### config.mk
export PLATFORM = sky130hd
export DESIGN_NAME = rtch_div
export DESIGN_NICKNAME = d
export VERILOG_FILES = /design/src/rtch_pkg.sv /design/src/rtch_div.sv
export SDC_FILE = /design/constraint.sdc
export NUM_CORES = 1
export LEC_CHECK = 0
export CAP_MARGIN = 25
export CORE_UTILIZATION = 35
export CTS_CLUSTER_SIZE = 8
export DETAILED_ROUTE_END_ITERATION = 8
export DONT_BUFFER_PORTS = 1
export MAX_ROUTING_LAYER = met4
export PLACE_DENSITY = 0.52
export SLEW_MARGIN = 5
export SYNTH_ARGS = -nofsm -noshare
export SYNTH_HDL_FRONTEND = slang
export SYNTH_SLANG_ARGS = --single-unit
### constraint.sdc
create_clock -name clk_i -period 2.83 [get_ports clk_i]
set_clock_uncertainty 0.15 [all_clocks]
set_input_delay 0.4245 -clock clk_i [delete_from_list [all_inputs] [get_ports clk_i]]
set_output_delay 0.4245 -clock clk_i [all_outputs]
set_load 0.005 [all_outputs]
### src/rtch_pkg.sv
// ----------------------------------------------------------------------------
// rtch_pkg
// Types and constants shared by the ray/triangle closest-hit block.
// ----------------------------------------------------------------------------
package rtch_pkg;

  localparam int FRAC_BITS = 16;
  localparam int OBJ_BITS  = 10;
  localparam int CFG_IDX_BITS = 3;

  localparam logic [CFG_IDX_BITS-1:0] REG_ORG_X = 3'd0;
  localparam logic [CFG_IDX_BITS-1:0] REG_ORG_Y = 3'd1;
  localparam logic [CFG_IDX_BITS-1:0] REG_ORG_Z = 3'd2;
  localparam logic [CFG_IDX_BITS-1:0] REG_DIR_X = 3'd3;
  localparam logic [CFG_IDX_BITS-1:0] REG_DIR_Y = 3'd4;
  localparam logic [CFG_IDX_BITS-1:0] REG_DIR_Z = 3'd5;
  localparam logic [CFG_IDX_BITS-1:0] REG_EPS   = 3'd6;

  localparam logic [30:0] DIST_MAX = 31'h7FFF_FFFF;

  typedef struct packed {
    logic signed [31:0] v0_x;
    logic signed [31:0] v0_y;
    logic signed [31:0] v0_z;
    logic signed [31:0] v1_x;
    logic signed [31:0] v1_y;
    logic signed [31:0] v1_z;
    logic signed [31:0] v2_x;
    logic signed [31:0] v2_y;
    logic signed [31:0] v2_z;
    logic [OBJ_BITS-1:0] object_id;
    logic                last_in_ray;
  } in_item_t;

  typedef struct packed {
    logic                hit;
    logic [30:0]         hit_distance;
    logic                nearest_found;
    logic [OBJ_BITS-1:0] nearest_object;
    logic [30:0]         nearest_distance;
    logic                ray_done;
  } out_item_t;

  typedef enum logic [2:0] {
    ST_IDLE, ST_EDGE, ST_MUL, ST_CHECK, ST_DIV, ST_DONE, ST_OUT
  } state_e;

  // divider control/status
  typedef struct packed {
    logic start;
  } div_ctl_t;

  typedef struct packed {
    logic        busy;
    logic        done;
    logic [63:0] quot;
  } div_sts_t;

  function automatic logic signed [31:0] sat32(input logic signed [65:0] x);
    if (x > 66'sd2147483647) begin
      return 32'sh7FFF_FFFF;
    end else if (x < -66'sd2147483648) begin
      return 32'sh8000_0000;
    end else begin
      return x[31:0];
    end
  endfunction

endpackage

### src/rtch_div.sv
// ----------------------------------------------------------------------------
// rtch_div
// Radix-2 restoring divider, one quotient bit per cycle (64-bit / 32-bit).
// ----------------------------------------------------------------------------
module rtch_div (
  input  logic             clk_i,
  input  logic             rst_ni,
  input  rtch_pkg::div_ctl_t ctl_i,
  input  logic [63:0]      num_i,
  input  logic [31:0]      den_i,
  output rtch_pkg::div_sts_t sts_o
);
  logic [63:0] quot_q, quot_d;
  logic [32:0] rem_q, rem_d;
  logic [31:0] den_q, den_d;
  logic [6:0]  cnt_q, cnt_d;
  logic        busy_q, busy_d, done_q, done_d;
  logic [32:0] trial;
  logic [33:0] diff;

  always_comb begin
    quot_d = quot_q;
    rem_d  = rem_q;
    den_d  = den_q;
    cnt_d  = cnt_q;
    busy_d = busy_q;
    done_d = 1'b0;
    trial  = {rem_q[31:0], quot_q[63]};
    diff   = {1'b0, trial} - {2'b00, den_q};
    if (ctl_i.start) begin
      quot_d = num_i;
      rem_d  = '0;
      den_d  = den_i;
      cnt_d  = 7'd64;
      busy_d = 1'b1;
    end else if (busy_q) begin
      if (!diff[33]) begin
        rem_d = diff[32:0];
        quot_d = {quot_q[62:0], 1'b1};
      end else begin
        rem_d = trial;
        quot_d = {quot_q[62:0], 1'b0};
      end
      cnt_d = cnt_q - 7'd1;
      if (cnt_q == 7'd1) begin
        busy_d = 1'b0;
        done_d = 1'b1;
      end
    end
  end

  always_ff @(posedge clk_i or negedge rst_ni) begin
    if (!rst_ni) begin
      busy_q <= 1'b0;
      done_q <= 1'b0;
      cnt_q  <= '0;
    end else begin
      busy_q <= busy_d;
      done_q <= done_d;
      cnt_q  <= cnt_d;
    end
  end

  always_ff @(posedge clk_i) begin
    quot_q <= quot_d;
    rem_q  <= rem_d;
    den_q  <= den_d;
  end

  assign sts_o.busy = busy_q;
  assign sts_o.done = done_q;
  assign sts_o.quot = quot_q;
endmodule

Word level (Yosys, flattened, before mapping)
Index checks and enable logic that the tools add are counted.

Logic and storage cells: 22. Output and inout bits: 66. Bits of input ports: 99. Bits in registers: 137.

Reductions and logical operators: 1. Add/sub/neg operators: 2. Multiplexer cells: 12. Equality and inequality tests: 1.

Operator list (number): $mux 64 (2); $sub 33x32->34 (1); $mux 32 (1); $mux 7 (2); $eq 7x1->1 const B (1); $mux 1 (7); $sub 7x1->7 const B (1); $reduce_bool 2->1 (1).

Logic depth before layout (Yosys ltp)
Word-level depth: 4. Gate-level depth with buffers: 13. Mapped depth without buffers: 11.

Least setup slack after synthesis
OpenSTA, ideal clock, no wires.

Path type: register -> register. Start: reg den_q[8]. End: reg quot_q[0] (data pin). Clock period less this slack: 2800 ps. Cell stages (with the launch flop): 12. Data required time: 2420 ps. Arrival time: 2390 ps. Slack: 30 ps. Library setup time: 260 ps. Buffers on the path: 2. Cells stage by stage: edfxtp_1 > inv_1 > ha_1 > a2111oi_2 > o21a_1 > o31a_1 > a21bo_2 > a21oi_4 > o21ai_2 > buf_6 > buf_6 > mux2_2.

Word-level cells in the longest chain between the ends: 4.

RTL lines: from (decl) (RTL line rtch_div.sv:15) `logic [31:0] den_q, den_d;`; from (signal assigned) (RTL line rtch_div.sv:67) `den_q <= den_d;`; $sub 33x32->34 (RTL line rtch_div.sv:29) `diff = {1'b0, trial} - {2'b00, den_q};`; $mux 1 (RTL line rtch_div.sv:37) `if (!diff[33]) begin`; $mux 64 (RTL line rtch_div.sv:36) `end else if (busy_q) begin`; $mux 64 (RTL line rtch_div.sv:30) `if (ctl_i.start) begin`; via quot_d[0] (RTL line rtch_div.sv:13) `logic [63:0] quot_q, quot_d;`; to (signal assigned) (RTL line rtch_div.sv:65) `quot_q <= quot_d;`; to (decl) (RTL line rtch_div.sv:13).

The timed path passes the listed nets, and every way through them passes these cells. The select of a mux whose other input is x is not followed. A chain may end at the register's enable or synchronous reset.

Worst setup path in the final report
Start: reg den_q[8]. End: reg rem_q[27].

Word-level cells in the longest chain between the ends: 2.

RTL lines: $sub 33x32->34 (RTL line rtch_div.sv:29); $mux 32 (RTL line rtch_div.sv:37); to (signal assigned) (RTL line rtch_div.sv:66) `rem_q <= rem_d;`; to (decl) (RTL line rtch_div.sv:14) `logic [32:0] rem_q, rem_d;`.

Every way passes these cells.

==> results.sh <==
export IMPL_yosys_area_top_type_share_pct=38.8
export IMPL_clock_latency_late_sink_ns=0.43
export IMPL_first_pass_grt_wire_length_microns=28500
export IMPL_ys_flop_type="edfxtp_1"
export IMPL_post_route_util_pct=44.7
export IMPL_run_status="finished, final reports clean"
export IMPL_number_of_flip_flops_and_latches_in_the_synthesized_netlist=137
export IMPL_synth_enable_flop_cells=96
export IMPL_antenna_cells=0
export IMPL_grt_max_degree=77
export IMPL_clock_path_buffers=2
export IMPL_timing_hold_violations_final=0
export IMPL_post_route_drc_count=0
export IMPL_synth_distinct_cells=67
export IMPL_fin_cells=1005
export IMPL_dieWidth_microns=148
export IMPL_synth_avg_cell_area_sq_um=11.3
export IMPL_dp_final_hpwl_microns=11700
export IMPL_transition_time_at_the_pin_with_the_least_slew_margin_ns=0.537
export IMPL_ys_seq_area_share_pct=50.4
export IMPL_fill_cell_count=1884
export IMPL_fmaxAchievable_ghz=0.357
export IMPL_cts_tree="done"
export IMPL_ys_top_cells_by_count="edfxtp_1 (96), mux2_2 (64), nor2_1 (47)"
export IMPL_wl_per_cell_microns=17.5
export IMPL_port_buffers=0
export IMPL_rsz0062_at_grt="yes"
export IMPL_drt_pass1_iterations=4
export IMPL_io_pin_count=165
export IMPL_setup_viol=0
export IMPL_final_period_utilization_pct=99.1
export IMPL_cellLeakagePower_uw=0.00359
export IMPL_clkSlewWorstSetupHoldPaths_ns=0.07
export IMPL_antenna_violating_nets_post_route=0
export IMPL_die_area_sq_um=21800
export IMPL_arrival_ns=3.00
export IMPL_fraction_of_registers_with_async_set_or_reset_after_synthesis_pct=6.57
export IMPL_gp_congestion=0.837
export IMPL_clock_tree_root_cell="clkbuf_16"
export IMPL_power_ir_vdd_worst_mv=0.442
export IMPL_drive_gt1_share_pct=24.6
export IMPL_fp_row_count=52
export IMPL_final_max_slew_viol_count=0
export IMPL_first_global_vias=5592
export IMPL_area_growth_pct=23.2
export IMPL_synth_area_sq_um=7430
export IMPL_start_util_pct=36.3
export IMPL_globalRouteOverflowTotal=0
export IMPL_vias_per_cell=5.22
export IMPL_totalWireLength_microns=17600
export IMPL_cts_max_level=4
export IMPL_synth_yosys_warnings=0
export IMPL_post_place_cells=935
export IMPL_post_synth_top_count_cell="edfxtp_1"
export IMPL_dieHeight_microns=148
export IMPL_design_power_total_uw=8180
export IMPL_via_count=5250
export IMPL_initial_antenna_violation_count=0
export IMPL_mappedNetlistNets=790
export IMPL_count_of_mapped_cells_out_of_synthesis=656
export IMPL_cp_end_kind="flip-flop"
export IMPL_worst_path_dominant_cell_family="compound AO/OA/AOI/OAI gates"
export IMPL_timing_critical_path_required_ns=3.02
export IMPL_finish_net_count=856
export IMPL_crit_path_max_fanout=15
export IMPL_max_cap_violations=0
export IMPL_post_synth_main_area_contributors="edfxtp_1 (39%), mux2_2 (9.7%), dfxtp_1 (8.6%), ha_1 (5.7%), dfrtp_1 (3.0%)"
export IMPL_type_of_the_most_critical_hold_path="in -> reg"
export IMPL_clkSinkCount=137
export IMPL_cp_slowest_cell="edfxtp_1"
export IMPL_gr_usage_all_layers_pct=17.3
export IMPL_drt_iter0_drc=226
export IMPL_worstPathCellList="inv_2 > ha_4 > a2111oi_4 > o21a_1 > o31a_1 > a21bo_4 > a21oi_4 > o21ai_4 > buf_12 > or2_0 > a311oi_2"
export IMPL_cts_made_buffers=17
export IMPL_setup_worst_path_class="reg -> reg"
export IMPL_timing_max_slew_rel_slack_pct=64.1
export IMPL_timing_critical_path_buf_inv=2
export IMPL_p_per_area_nw_per_um2=893
export IMPL_reg2reg_slack_ns=0.03
export IMPL_critical_path_max_stage_delay_ns=0.38
export IMPL_cp_start_kind="flip-flop"
export IMPL_synth_largest_area_cell="edfxtp_1"
export IMPL_core_area_sq_um=20500
export IMPL_finalWorstPathRequiredPeriod_ns=2.80
[routing by layer]
layer	GRT usage (%)	share of wire [%]	routed length [microns]
met5	-	0	0
met4	5.98	1.4	252
met3	4.85	5.9	1040
met2	27.5	47	8310
met1	20.9	45	7980
[final cells by class]
cell class / instances / area [sq um] / area share (%)
Sequential cell: 137 / 3750 / 40.9
Tap cell: 270 / 338 / 3.69
Clock inverter: 15 / 223 / 2.43
Timing Repair Buffer: 82 / 747 / 8.16
Multi-Input combinational cell: 443 / 3520 / 38.5
Clock buffer: 17 / 425 / 4.64
Inverter: 41 / 154 / 1.68
[per-stage QoR]
stage	TNS, ns	setup slack (ns)	area [sq um]	hold WS [ns]
after detailed placement	-0.252	-0.0711	7970	-0.0206
after global placement	-0.119	-0.0824	7970	-0.0206
final	0	0.0260	9160	0.0523
after global routing	-1.96	-0.141	9160	0.0382
after floorplan	0	0.0296	7430	-0.0211
after CTS	0	0.00117	9030	0.0372
[report_power, final]
part	total, uW	switching [uW]	internal, uW
Combinational	2870	1440	1430
Sequential	2840	292	2550
Clock	2470	1020	1450
Total	8180	2760	5430
[registers in the layout, summed over array words and instances, names as in the netlist]
signal and flops:
busy_q 1, rem_q 32, den_q 32, cnt_q 7, done_q 1, quot_q 64
[what timing repair did]
| item | CTS | global route |
|---|---|---|
| hold endpoints to repair | 104 | 0 |
| setup buffers | 2 | 2 |
| hold buffers | 34 | 0 |
| pin swaps | 4 | 11 |
| endpoints found under the setup margin | 33 | 32 |
| resized for setup | 10 | 25 |
[path summary, 6_finish.rpt]
check | startpoint | end | cells after the start
setup / recovery | den_q[8] | rem_q[27] | 11
hold reg to reg | rem_q[31] | rem_q[31] | 2
min in group asynchronous | rst_ni | cnt_q[3] | 1
hold / removal | num_i[55] | quot_q[55] | 1
setup reg to reg | den_q[8] | rem_q[27] | 11
max in group asynchronous | rst_ni | busy_q | 1
[placed cells by master (no fill, tap or decap), types with 12 or more instances in the layout]
master	count
mux2i_1	21
a211oi_1	24
ha_1	28
nor2_1	47
inv_1	39
dlygate4sd3_1	33
nand2_1	41
buf_4	45
clkbuf_16	17
o21ai_0	19
edfxtp_1	96
mux2_2	64
a21o_1	12
a21oi_1	28
dfxtp_1	32
xnor2_1	15
[cell families after synthesis]
kind of cell	after synthesis	synth area share (%)
DFF	137	50.4
buffers and inverters	76	4.33
AOI/OAI and AO/OA	154	14.6
xor gates and xnor gates	27	3.18
muxes	86	12.7
adders and majority gates	35	5.99
and+or+nand+nor	141	8.82
Note: power is estimated with default switching activity, not from simulation.
